--- config.mk ---
export PLATFORM = sky130hd
export DESIGN_NAME = fit_policy_block_allocator
export DESIGN_NICKNAME = d
export VERILOG_FILES = /design/src/hdl/fpba_pkg.sv /design/src/hdl/fit_policy_block_allocator.sv /design/src/hdl/fpba_ctrl.sv /design/src/hdl/fpba_datapath.sv
export SDC_FILE = /design/constraint.sdc
export NUM_CORES = 1
export LEC_CHECK = 0
export BUFFER_PORTS_ARGS = -buffer_cell sky130_fd_sc_hd__buf_4
export CORE_AREA = 4 4 167 169
export CTS_CLUSTER_DIAMETER = 100
export DETAILED_ROUTE_END_ITERATION = 12
export DIE_AREA = 0 0 171 173
export GPL_ROUTABILITY_DRIVEN = 0
export PLACE_DENSITY = 0.77
export REMOVE_ABC_BUFFERS = 1
export SETUP_SLACK_MARGIN = 0.02
export SKIP_LAST_GASP = 1
export SLEW_MARGIN = 20
export SYNTH_ARGS = -nofsm -noshare
export SYNTH_HDL_FRONTEND = slang
export SYNTH_SLANG_ARGS = --single-unit
--- constraint.sdc ---
create_clock -name i_clk -period 7.4 [get_ports i_clk]
set_clock_uncertainty 0.15 [all_clocks]
set_input_delay 1.48 -clock i_clk [delete_from_list [all_inputs] [get_ports i_clk]]
set_output_delay 1.48 -clock i_clk [all_outputs]
set_load 0.02 [all_outputs]
--- src/hdl/fpba_pkg.sv ---
package fpba_pkg;

    // Default sizes of the block store.
    localparam int DEF_NUM_BLOCKS = 16;
    localparam int DEF_SIZE_BITS  = 16;

    // Fixed widths of the interface fields.
    localparam int CMD_W     = 1;
    localparam int IDX_W     = 4;
    localparam int AMT_W     = 16;
    localparam int POL_W     = 2;
    localparam int BLK_W     = 5;
    localparam int CFG_IDX_W = 2;
    localparam int CFG_DAT_W = 5;

    // Commands.
    localparam logic [CMD_W-1:0] CMD_LOAD  = 1'b0;
    localparam logic [CMD_W-1:0] CMD_ALLOC = 1'b1;

    // Placement policies. The unused code behaves as first fit.
    localparam logic [POL_W-1:0] POL_FIRST = 2'd0;
    localparam logic [POL_W-1:0] POL_BEST  = 2'd1;
    localparam logic [POL_W-1:0] POL_WORST = 2'd2;

    // Configuration register indexes.
    localparam logic [CFG_IDX_W-1:0] REG_FIT_POLICY    = 2'd0;
    localparam logic [CFG_IDX_W-1:0] REG_BLOCKS_IN_USE = 2'd1;

    // Configuration reset values.
    localparam logic [POL_W-1:0] POLICY_RESET = POL_FIRST;
    localparam logic [BLK_W-1:0] BLOCKS_RESET = 5'd16;

    // Commands from the controller to the datapath.
    typedef struct packed {
        logic capture;    // latch the input item and restart the scan
        logic issue;      // read the next block during the scan
        logic load_wr;    // store a load item and present its result
        logic alloc_fin;  // write back the chosen block and present the result
    } t_ctl_cmd;

    // Status from the datapath to the controller.
    typedef struct packed {
        logic scan_done;  // every searched block has been read
    } t_dp_stat;

endpackage

--- src/hdl/fit_policy_block_allocator.sv ---
// Channel    Direction  Handshake               Payload
// command    in         i_start, o_busy         i_command, i_block_index, i_amount
// result     out        o_done strobe           o_granted, o_chosen_block, o_space_left
// config     in         i_cfg_valid, o_cfg_ready i_cfg_index, i_cfg_data
//
// A command transfers when i_start is high and o_busy is low. A load stores its
// item in the load state and its result is registered from there. An allocate reads
// the searched blocks one per cycle through the single read port of the block store,
// then passes the drain and done states before its result is registered.
// Reset clears the configuration to first fit over sixteen blocks and marks every
// block empty. The result strobe lasts one cycle and cannot be stalled.
module fit_policy_block_allocator
    import fpba_pkg::*;
#(
    parameter int NUM_BLOCKS = DEF_NUM_BLOCKS,
    parameter int SIZE_BITS  = DEF_SIZE_BITS
) (
    input  logic                 i_clk,
    input  logic                 i_rst_n,
    input  logic                 i_start,
    output logic                 o_busy,
    input  logic [CMD_W-1:0]     i_command,
    input  logic [IDX_W-1:0]     i_block_index,
    input  logic [AMT_W-1:0]     i_amount,
    output logic                 o_done,
    output logic                 o_granted,
    output logic [IDX_W-1:0]     o_chosen_block,
    output logic [AMT_W-1:0]     o_space_left,
    input  logic                 i_cfg_valid,
    output logic                 o_cfg_ready,
    input  logic [CFG_IDX_W-1:0] i_cfg_index,
    input  logic [CFG_DAT_W-1:0] i_cfg_data
);

    localparam int LW = $clog2(NUM_BLOCKS + 1);

    logic [POL_W-1:0] r_policy;
    logic [BLK_W-1:0] r_blocks;
    logic [LW-1:0]    w_limit;
    t_ctl_cmd         w_cmd;
    t_dp_stat         w_stat;

    // The configuration port never pushes back; writes to unknown indexes
    // are dropped.
    assign o_cfg_ready = 1'b1;

    always_ff @(posedge i_clk) begin
        if (!i_rst_n) begin
            r_policy <= POLICY_RESET;
            r_blocks <= BLOCKS_RESET;
        end else if (i_cfg_valid && o_cfg_ready) begin
            if (i_cfg_index == REG_FIT_POLICY) begin
                r_policy <= i_cfg_data[POL_W-1:0];
            end else if (i_cfg_index == REG_BLOCKS_IN_USE) begin
                r_blocks <= i_cfg_data[BLK_W-1:0];
            end
        end
    end

    // A search count above the store size is clamped to the store size.
    always_comb begin
        if (32'(r_blocks) > NUM_BLOCKS) begin
            w_limit = LW'(NUM_BLOCKS);
        end else begin
            w_limit = LW'(r_blocks);
        end
    end

    fpba_ctrl u_ctrl (
        .i_clk     (i_clk),
        .i_rst_n   (i_rst_n),
        .i_start   (i_start),
        .i_command (i_command),
        .i_stat    (w_stat),
        .o_cmd     (w_cmd),
        .o_busy    (o_busy)
    );

    fpba_datapath #(
        .NUM_BLOCKS (NUM_BLOCKS),
        .SIZE_BITS  (SIZE_BITS),
        .LW         (LW)
    ) u_datapath (
        .i_clk          (i_clk),
        .i_rst_n        (i_rst_n),
        .i_cmd          (w_cmd),
        .o_stat         (w_stat),
        .i_policy       (r_policy),
        .i_limit        (w_limit),
        .i_block_index  (i_block_index),
        .i_amount       (i_amount),
        .o_done         (o_done),
        .o_granted      (o_granted),
        .o_chosen_block (o_chosen_block),
        .o_space_left   (o_space_left)
    );

    // A result only follows a busy period, and the block is free again when
    // the result is shown.
    a_done_after_busy: assert property (@(posedge i_clk) disable iff (!i_rst_n)
        o_done |-> ($past(o_busy) && !o_busy))
        else $error("result strobe without a preceding busy period");

    // An accepted command makes the block busy in the next cycle.
    a_start_busy: assert property (@(posedge i_clk) disable iff (!i_rst_n)
        (i_start && !o_busy) |=> o_busy)
        else $error("accepted command did not raise busy");

    // A refused request reports block zero with no space.
    a_refused_zero: assert property (@(posedge i_clk) disable iff (!i_rst_n)
        (o_done && !o_granted) |-> (o_chosen_block == '0 && o_space_left == '0))
        else $error("refused result carries nonzero fields");

endmodule

--- src/hdl/fpba_ctrl.sv ---
module fpba_ctrl
    import fpba_pkg::*;
(
    input  logic                 i_clk,
    input  logic                 i_rst_n,
    input  logic                 i_start,
    input  logic [CMD_W-1:0]     i_command,
    input  t_dp_stat             i_stat,
    output t_ctl_cmd             o_cmd,
    output logic                 o_busy
);

    localparam logic [2:0] S_IDLE  = 3'd0;
    localparam logic [2:0] S_LOAD  = 3'd1;
    localparam logic [2:0] S_SCAN  = 3'd2;
    localparam logic [2:0] S_DRAIN = 3'd3;
    localparam logic [2:0] S_DONE  = 3'd4;

    logic [2:0] r_state;
    logic [2:0] n_state;

    always_comb begin
        n_state = r_state;
        o_cmd   = '0;
        unique case (r_state)
            S_IDLE: begin
                if (i_start) begin
                    o_cmd.capture = 1'b1;
                    n_state = (i_command == CMD_ALLOC) ? S_SCAN : S_LOAD;
                end
            end
            S_LOAD: begin
                o_cmd.load_wr = 1'b1;
                n_state = S_IDLE;
            end
            S_SCAN: begin
                if (i_stat.scan_done) begin
                    n_state = S_DRAIN;
                end else begin
                    o_cmd.issue = 1'b1;
                end
            end
            S_DRAIN: begin
                // The last read word was judged in the previous cycle; this
                // cycle only spaces out the write back.
                n_state = S_DONE;
            end
            S_DONE: begin
                o_cmd.alloc_fin = 1'b1;
                n_state = S_IDLE;
            end
            default: begin
                n_state = S_IDLE;
            end
        endcase
    end

    always_ff @(posedge i_clk) begin
        if (!i_rst_n) begin
            r_state <= S_IDLE;
        end else begin
            r_state <= n_state;
        end
    end

    assign o_busy = (r_state != S_IDLE);

endmodule

--- src/hdl/fpba_datapath.sv ---
module fpba_datapath
    import fpba_pkg::*;
#(
    parameter int NUM_BLOCKS = DEF_NUM_BLOCKS,
    parameter int SIZE_BITS  = DEF_SIZE_BITS,
    parameter int LW         = $clog2(NUM_BLOCKS + 1)
) (
    input  logic                 i_clk,
    input  logic                 i_rst_n,
    input  t_ctl_cmd             i_cmd,
    output t_dp_stat             o_stat,
    input  logic [POL_W-1:0]     i_policy,
    input  logic [LW-1:0]        i_limit,
    input  logic [IDX_W-1:0]     i_block_index,
    input  logic [AMT_W-1:0]     i_amount,
    output logic                 o_done,
    output logic                 o_granted,
    output logic [IDX_W-1:0]     o_chosen_block,
    output logic [AMT_W-1:0]     o_space_left
);

    localparam int IW = (NUM_BLOCKS > 1) ? $clog2(NUM_BLOCKS) : 1;
    localparam int CW = (SIZE_BITS > AMT_W) ? SIZE_BITS : AMT_W;

    // Block store with one write port and one registered read port.
    logic [SIZE_BITS-1:0]  r_mem [NUM_BLOCKS];
    logic [NUM_BLOCKS-1:0] r_valid;

    logic [IDX_W-1:0]      r_idx;
    logic [AMT_W-1:0]      r_amt;
    logic [LW-1:0]         r_cnt;
    logic [SIZE_BITS-1:0]  r_rd_data;
    logic                  r_rd_ok;
    logic                  r_eval_vld;
    logic [IW-1:0]         r_eval_idx;
    logic                  r_found;
    logic [IW-1:0]         r_pick;
    logic [SIZE_BITS-1:0]  r_best;
    logic                  r_done;
    logic                  r_granted;
    logic [IDX_W-1:0]      r_chosen;
    logic [AMT_W-1:0]      r_left;

    logic [IW-1:0]         w_rd_addr;
    logic [IW-1:0]         w_ld_addr;
    logic                  w_ld_in_range;
    logic [SIZE_BITS-1:0]  w_ld_value;
    logic [SIZE_BITS-1:0]  w_size;
    logic                  w_fits;
    logic                  w_take;
    logic [SIZE_BITS-1:0]  w_remain;
    logic                  w_wr_en;
    logic [IW-1:0]         w_wr_addr;
    logic [SIZE_BITS-1:0]  w_wr_data;

    assign w_rd_addr     = r_cnt[IW-1:0];
    assign w_ld_addr     = IW'(r_idx);
    assign w_ld_in_range = (32'(r_idx) < NUM_BLOCKS);
    assign w_ld_value    = SIZE_BITS'(r_amt);
    assign w_size        = r_rd_ok ? r_rd_data : '0;
    assign w_fits        = (CW'(w_size) >= CW'(r_amt));
    assign w_remain      = SIZE_BITS'(CW'(r_best) - CW'(r_amt));

    assign o_stat.scan_done = (r_cnt == i_limit);

    // A candidate replaces the current pick according to the policy.
    always_comb begin
        w_take = 1'b0;
        if (r_eval_vld && w_fits) begin
            priority if (!r_found) begin
                w_take = 1'b1;
            end else if (i_policy == POL_BEST) begin
                w_take = (w_size < r_best);
            end else if (i_policy == POL_WORST) begin
                w_take = (w_size > r_best);
            end else begin
                w_take = 1'b0;
            end
        end
    end

    always_comb begin
        w_wr_en   = 1'b0;
        w_wr_addr = w_ld_addr;
        w_wr_data = w_ld_value;
        if (i_cmd.load_wr && w_ld_in_range) begin
            w_wr_en = 1'b1;
        end else if (i_cmd.alloc_fin && r_found) begin
            w_wr_en   = 1'b1;
            w_wr_addr = r_pick;
            w_wr_data = w_remain;
        end
    end

    always_ff @(posedge i_clk) begin
        if (w_wr_en) begin
            r_mem[w_wr_addr] <= w_wr_data;
        end
        if (i_cmd.issue) begin
            r_rd_data <= r_mem[w_rd_addr];
            r_rd_ok   <= r_valid[w_rd_addr];
        end
    end

    always_ff @(posedge i_clk) begin
        if (!i_rst_n) begin
            r_valid    <= '0;
            r_cnt      <= '0;
            r_eval_vld <= 1'b0;
            r_found    <= 1'b0;
            r_done     <= 1'b0;
        end else begin
            if (w_wr_en) begin
                r_valid[w_wr_addr] <= 1'b1;
            end
            r_eval_vld <= i_cmd.issue;
            r_done     <= i_cmd.load_wr | i_cmd.alloc_fin;
            if (i_cmd.capture) begin
                r_cnt   <= '0;
                r_found <= 1'b0;
            end else begin
                if (i_cmd.issue) begin
                    r_cnt <= r_cnt + 1'b1;
                end
                if (w_take) begin
                    r_found <= 1'b1;
                end
            end
        end
    end

    always_ff @(posedge i_clk) begin
        if (i_cmd.capture) begin
            r_idx <= i_block_index;
            r_amt <= i_amount;
        end
        if (i_cmd.issue) begin
            r_eval_idx <= w_rd_addr;
        end
        if (w_take) begin
            r_pick <= r_eval_idx;
            r_best <= w_size;
        end
        if (i_cmd.load_wr) begin
            r_granted <= w_ld_in_range;
            r_chosen  <= w_ld_in_range ? r_idx : '0;
            r_left    <= w_ld_in_range ? AMT_W'(w_ld_value) : '0;
        end else if (i_cmd.alloc_fin) begin
            r_granted <= r_found;
            r_chosen  <= r_found ? IDX_W'(r_pick) : '0;
            r_left    <= r_found ? AMT_W'(w_remain) : '0;
        end
    end

    assign o_done         = r_done;
    assign o_granted      = r_granted;
    assign o_chosen_block = r_chosen;
    assign o_space_left   = r_left;

endmodule

# Word level (Yosys, flattened, before mapping)
# Memories as Yosys holds them, arrays and structs flattened. A register that Yosys moved wholly into a read port is not among the register bits.
# Index checks and enable logic that the tools add are counted.
# word_totals
register_bits,100
latchBits,0
mem_bits_rw,256
mem_bits_ro,0
output_inout_bits,24
wordCells,86
mem_count,1
# classes
n_addsub,2
n_mul,0
n_div,0
magnitude_cmp,7
eq_ne,10
n_shift,0
muxes,34
bitwise,4
n_reduce_logical,11
# mem_list
name,words,width,read_ports,rd_ports_with_merged_regs,wr,line_no,text
u_datapath.r_mem,16,16,1,1,1,fpba_datapath.sv:26,logic [SIZE_BITS-1:0] r_mem [NUM_BLOCKS];
# ops
cell,count
$mux 16,6
$mux 4,5
$ge 16x16->1,1
$gt 16x16->1,1
$lt 16x16->1,1
$mux 1,16
$or 16x16->16,1
$sub 16x16->16,1
$lt 4x5->1 const B,2
$pmux 3 s3,1
$eq 3x2->1 const B,2
$mux 3,2
$add 5x1->5 const B,1
$eq 5x5->1,1
$gt 5x5->1 const B,1
$mux 5,1
$bmux 1 s4,1
$demux 1 s4,1
$eq 2x1->1 const B,2
$ge 4x1->1 const B,1
$reduce_and 2->1,2
$eq 3x1->1 const B,1
$eq 3x3->1 const B,1
$logic_and 1x1->1,3
12 further kinds,13

# Longest topological paths before layout
# depth
word_depth,10
ltp_mapped,11
depth_no_buf,11

# By module
# A second synthesis with hierarchy kept.
# unflattened
cells_unflattened,925
area_unflattened_um2,15966.6
# modules_own_cells
mod,instances,cells_per_inst,area_per_inst_um2
fpba_datapath,1,872,15482.3
fit_policy_block_allocator,1,37,340.3
fpba_ctrl,1,16,143.9

# Worst setup path before layout
# OpenSTA, ideal clock, no wires.
# synth_path
path_type,flip-flop to flip-flop
startpoint,reg u_datapath.r_rd_ok
endpoint,reg u_datapath.r_best[0] (enable)
setup_ns,0.409
t_arrival_ns,3.228
required_time_ns,6.841
setup_slack_ns,3.613
stages_incl_launch_ff,10
n_path_buf,1
synth_period_minus_slack_ns,3.787
cell_sequence,edfxtp_1 clkbuf_1 and2_1 ha_1 a21oi_1 o22ai_1 o31a_1 a2111oi_0 nand4b_1 a31oi_1
# synth_between
elab_chain_len,6
elab_cells_between_ends,9
classes_between,3 x order compare; 5 x mux; 1 x reduce/logical
# synth_rtl
element,line_no,text
from (decl),fpba_datapath.sv:33,logic r_rd_ok;
from (signal assigned),fpba_datapath.sv:101,r_rd_ok <= r_valid[w_rd_addr];
$mux 16 *,fpba_datapath.sv:60,assign w_size = r_rd_ok ? r_rd_data : '0;
via u_datapath.w_size[11],fpba_datapath.sv:48,logic [SIZE_BITS-1:0] w_size;
$gt 16x16->1,fpba_datapath.sv:75,w_take = (w_size > r_best);
$mux 1,fpba_datapath.sv:74,end else if (i_policy == POL_WORST) begin
$mux 1,fpba_datapath.sv:72,end else if (i_policy == POL_BEST) begin
$mux 1,fpba_datapath.sv:70,priority if (!r_found) begin
$mux 1 *,fpba_datapath.sv:69,if (r_eval_vld && w_fits) begin
via u_datapath.w_take,fpba_datapath.sv:50,logic w_take;
to (signal assigned),fpba_datapath.sv:142,r_best <= w_size;
to (decl),fpba_datapath.sv:38,logic [SIZE_BITS-1:0] r_best;
# Mark *: on every way through the listed nets, which the timed path passes. The rest lies on a longest branch.
# A chain may end at the register's enable or synchronous reset.

# Final worst setup path
# layout_path
startpoint,reg u_datapath.r_rd_ok
endpoint,reg u_datapath.r_pick[0] (enable)
# layout_between
elab_chain_len,6
elab_cells_between_ends,9
classes_between,3 x order compare; 5 x mux; 1 x reduce/logical
# layout_rtl
element,line_no,text
$mux 16 *,fpba_datapath.sv:60,
via u_datapath.w_size[11],fpba_datapath.sv:48,
$gt 16x16->1,fpba_datapath.sv:75,
$mux 1,fpba_datapath.sv:74,
$mux 1,fpba_datapath.sv:72,
$mux 1,fpba_datapath.sv:70,
$mux 1 *,fpba_datapath.sv:69,
via u_datapath.w_take,fpba_datapath.sv:50,
to (signal assigned),fpba_datapath.sv:141,r_pick <= r_eval_idx;
to (decl),fpba_datapath.sv:37,logic [IW-1:0] r_pick;
# Marks and branches as above.

==> impl_metrics.env <==
export IMPL_outcome="completed"
export IMPL_design_portCount=56
export IMPL_design_core_area_sq_um=26600
export IMPL_drt_first_iter_violations=1059
export IMPL_cts_clk_slew_worst_paths_ns=0.06
export IMPL_finalCriticalPeriod_ns=3.79
export IMPL_power_net_switching_w=0.000958
export IMPL_insertedDiodeCount=0
export IMPL_worst_setup_path_start_kind="register"
export IMPL_worst_slew_margin_rel=0.283
export IMPL_areaGrowthSynthToFinish_pct=14.3
export IMPL_cts_tree="done"
export IMPL_grt_first_pass_wirelength_um=54200
export IMPL_drive_gt1_frac=0.250
export IMPL_endpoint_kind="register"
export IMPL_post_route_worst_setup_slack_ns=3.61
export IMPL_power_share_switching=0.213
export IMPL_cts_max_level=2
export IMPL_clock_network_fraction_of_design_power=0.417
export IMPL_postRouteAntennaNets=0
export IMPL_timing_final_setup_violations=0
export IMPL_path_class="reg -> reg"
export IMPL_post_dp_hpwl_um=20500
export IMPL_yosysSeqAreaShare=0.693
export IMPL_timing_critical_path_fanout_max=20
export IMPL_grt_start_max_net_pins=75
export IMPL_tritoncts_num_sinks=372
export IMPL_cpLargestDelayFamily="compound AO/OA/AOI/OAI gates"
export IMPL_routed_via_density=6.35
export IMPL_grt_pass1_vias=8746
export IMPL_total_clock_buffers_created_by_cts=38
export IMPL_min_path_type="reg -> reg"
export IMPL_maxClockFrequency_mhz=264
export IMPL_synth_seq_cells=372
export IMPL_synthDominantCellAreaShare=0.648
export IMPL_clk_insertion_delay_late_ns=0.52
export IMPL_antenna_found_initial=0
export IMPL_static_leakage_power_nw=6.15
export IMPL_post_route_drc_count=0
export IMPL_irDropWorstVdd_uv=166
export IMPL_pwr_density_cell_nw_per_um2=252
export IMPL_fin_hold_ws_ns=0.269
export IMPL_port_buffers=54
export IMPL_cell_internal_pwr_w=0.00354
export IMPL_cts_post_setup_buffers_inserted=0
export IMPL_clock_tree_buffer_depth=3
export IMPL_worstMarginPinSlew_ns=1.07
export IMPL_synthesis_yosys_warnings=0
export IMPL_die_h_um=173
export IMPL_report_power_total_w=0.00450
export IMPL_synth_area_sq_um=15600
export IMPL_drt_wirelength_per_cell_um=25.8
export IMPL_max_cap_violations=0
export IMPL_synth_area_leaders="edfxtp_1 (65%), mux4_2 (12%), dfxtp_1 (4.5%)"
export IMPL_grt_remaining_overflow=0
export IMPL_cp_arrival_ns=3.78
export IMPL_post_route_period_util=0.512
export IMPL_synth_top_area_cell="edfxtp_1"
export IMPL_setup_slack_placement_ns=3.63
export IMPL_synth_async_reset_ratio=0
export IMPL_postRouteWirelength_um=35500
export IMPL_combPwrFrac=0.058
export IMPL_vias=8708
export IMPL_placementRows=60
export IMPL_synth_enable_flop_cells=337
export IMPL_netlist_cell_type_count=54
export IMPL_start_util=0.587
export IMPL_ctsResizeCount=0
export IMPL_synthesis_area_per_instance_sq_um=17.1
export IMPL_final_nets=1081
export IMPL_synthMostInstantiatedCell="edfxtp_1"
export IMPL_crit_path_buf_inv_count=0
export IMPL_setup_tns_after_final_layout_ns=0
export IMPL_ys_top_cells_by_count="edfxtp_1 (337), mux4_2 (85), ha_1 (45)"
export IMPL_cp_cell_sequence="and2_1 > ha_1 > a21oi_1 > o22ai_1 > o31a_1 > a2111oi_0 > nand4b_1 > a31oi_4"
export IMPL_fp_dieW_um=171
export IMPL_drt_pass1_iterations=5
export IMPL_floorplan_die_area_sq_um=29600
export IMPL_worst_path_max_delay_cell="a31oi_4"
export IMPL_grt_setup_unrepaired="no"
export IMPL_holdBufCountCts=0
export IMPL_synth_flop_cell="edfxtp_1"
export IMPL_clock_tree_root_cell="clkbuf_16"
export IMPL_syn_instance_count=911
export IMPL_layout_core_utilization=0.671
export IMPL_max_stage_delay_ns=0.66
export IMPL_slew_viol_final=0
export IMPL_grt_util_all_layers=0.244
export IMPL_sequentialPowerShare=0.525
export IMPL_cp_data_required_time_ns=7.39
export IMPL_hold_viol=0
==> cell type report <==
class / count / area, sq um
clock inverter: 20 / 181
timing repair buffer: 88 / 661
fill: 1705 / 8730
clock buffer: 48 / 1040
multi-input combinational: 459 / 4540
inverter: 44 / 165
sequential: 372 / 10800
tap: 341 / 427
==> routing by layer <==
layer,vias up,GRT usage,share of wire
met1,4425,0.343,0.39
met3,67,0.0437,0.084
met2,437,0.403,0.50
met5,-,0,0
met4,0,0.0568,0.022
li1,3779,-,-
==> cells by family after synthesis <==
group | synth area share
AO/OA/AOI/OAI | 0.0544
XOR/XNOR | 0.0123
adder cells (fa/ha/maj) | 0.0380
buffers and inverters | 0.0207
flip-flops | 0.693
multiplexers | 0.129
other | 0.000240
AND/OR/NAND/NOR | 0.0516
==> path summary, 6_finish.rpt <==
path	startpoint	to	slack, ns	depth (start not counted)
setup / recovery	u_datapath.r_rd_ok$_DFFE_PP_	u_datapath.r_pick[0]$_DFFE_PP_	3.61	8
hold / removal	u_datapath.r_eval_idx[2]$_DFFE_PP_	u_datapath.r_pick[2]$_DFFE_PP_	0.27	0
setup reg to reg	u_datapath.r_rd_ok$_DFFE_PP_	u_datapath.r_pick[0]$_DFFE_PP_	3.61	8
hold reg to reg	u_datapath.r_eval_idx[2]$_DFFE_PP_	u_datapath.r_pick[2]$_DFFE_PP_	0.27	0
==> stage by stage <==
| step | cell area, sq um | instances |
|---|---|---|
| after floorplan | 15400 | 875 |
| after global placement | 16600 | 1304 |
| after detailed placement | 16600 | 1304 |
| after CTS | 17800 | 1372 |
| after global routing | 17800 | 1372 |
| final | 17800 | 1372 |
==> flip-flops by register name, summed over array words and instances (netlist names), 4 cells and up <==
signal and flops:
u_datapath.o_space_left 16, u_datapath.r_pick 4, u_datapath.r_amt 16, u_datapath.r_best 16, u_datapath.o_chosen_block 4, u_datapath.r_mem 256
u_datapath.r_rd_data 16, u_datapath.r_cnt 5, u_datapath.r_eval_idx 4, r_blocks 5, u_datapath.r_idx 4, u_datapath.r_valid 16
==> cell usage in the layout, fill, tap and decap left out, types with 9 or more instances in the layout <==
master / instances
a21o_1: 14
clkbuf_16: 39
edfxtp_1: 337
nor2_1: 27
o21a_1: 21
inv_1: 44
dfxtp_1: 33
o21ai_0: 32
ha_1: 45
nand2_1: 43
buf_4: 88
nand3_1: 9
nor2_2: 17
nor2b_1: 9
a21oi_1: 23
mux4_2: 85
xnor2_1: 13
nor3_1: 9
and2_1: 17
==> power by group through the flow <==
stage	Sequential, W	Combinational [W]	Clock, W
floorplan	0.00241	0.000150	0
global placement	0.00240	0.000249	0
detailed placement	0.00240	0.000257	0
CTS	0.00236	0.000260	0.00190
global route	0.00236	0.000285	0.00201
finish	0.00236	0.000261	0.00188
Note: power is estimated with default switching activity, not from simulation.
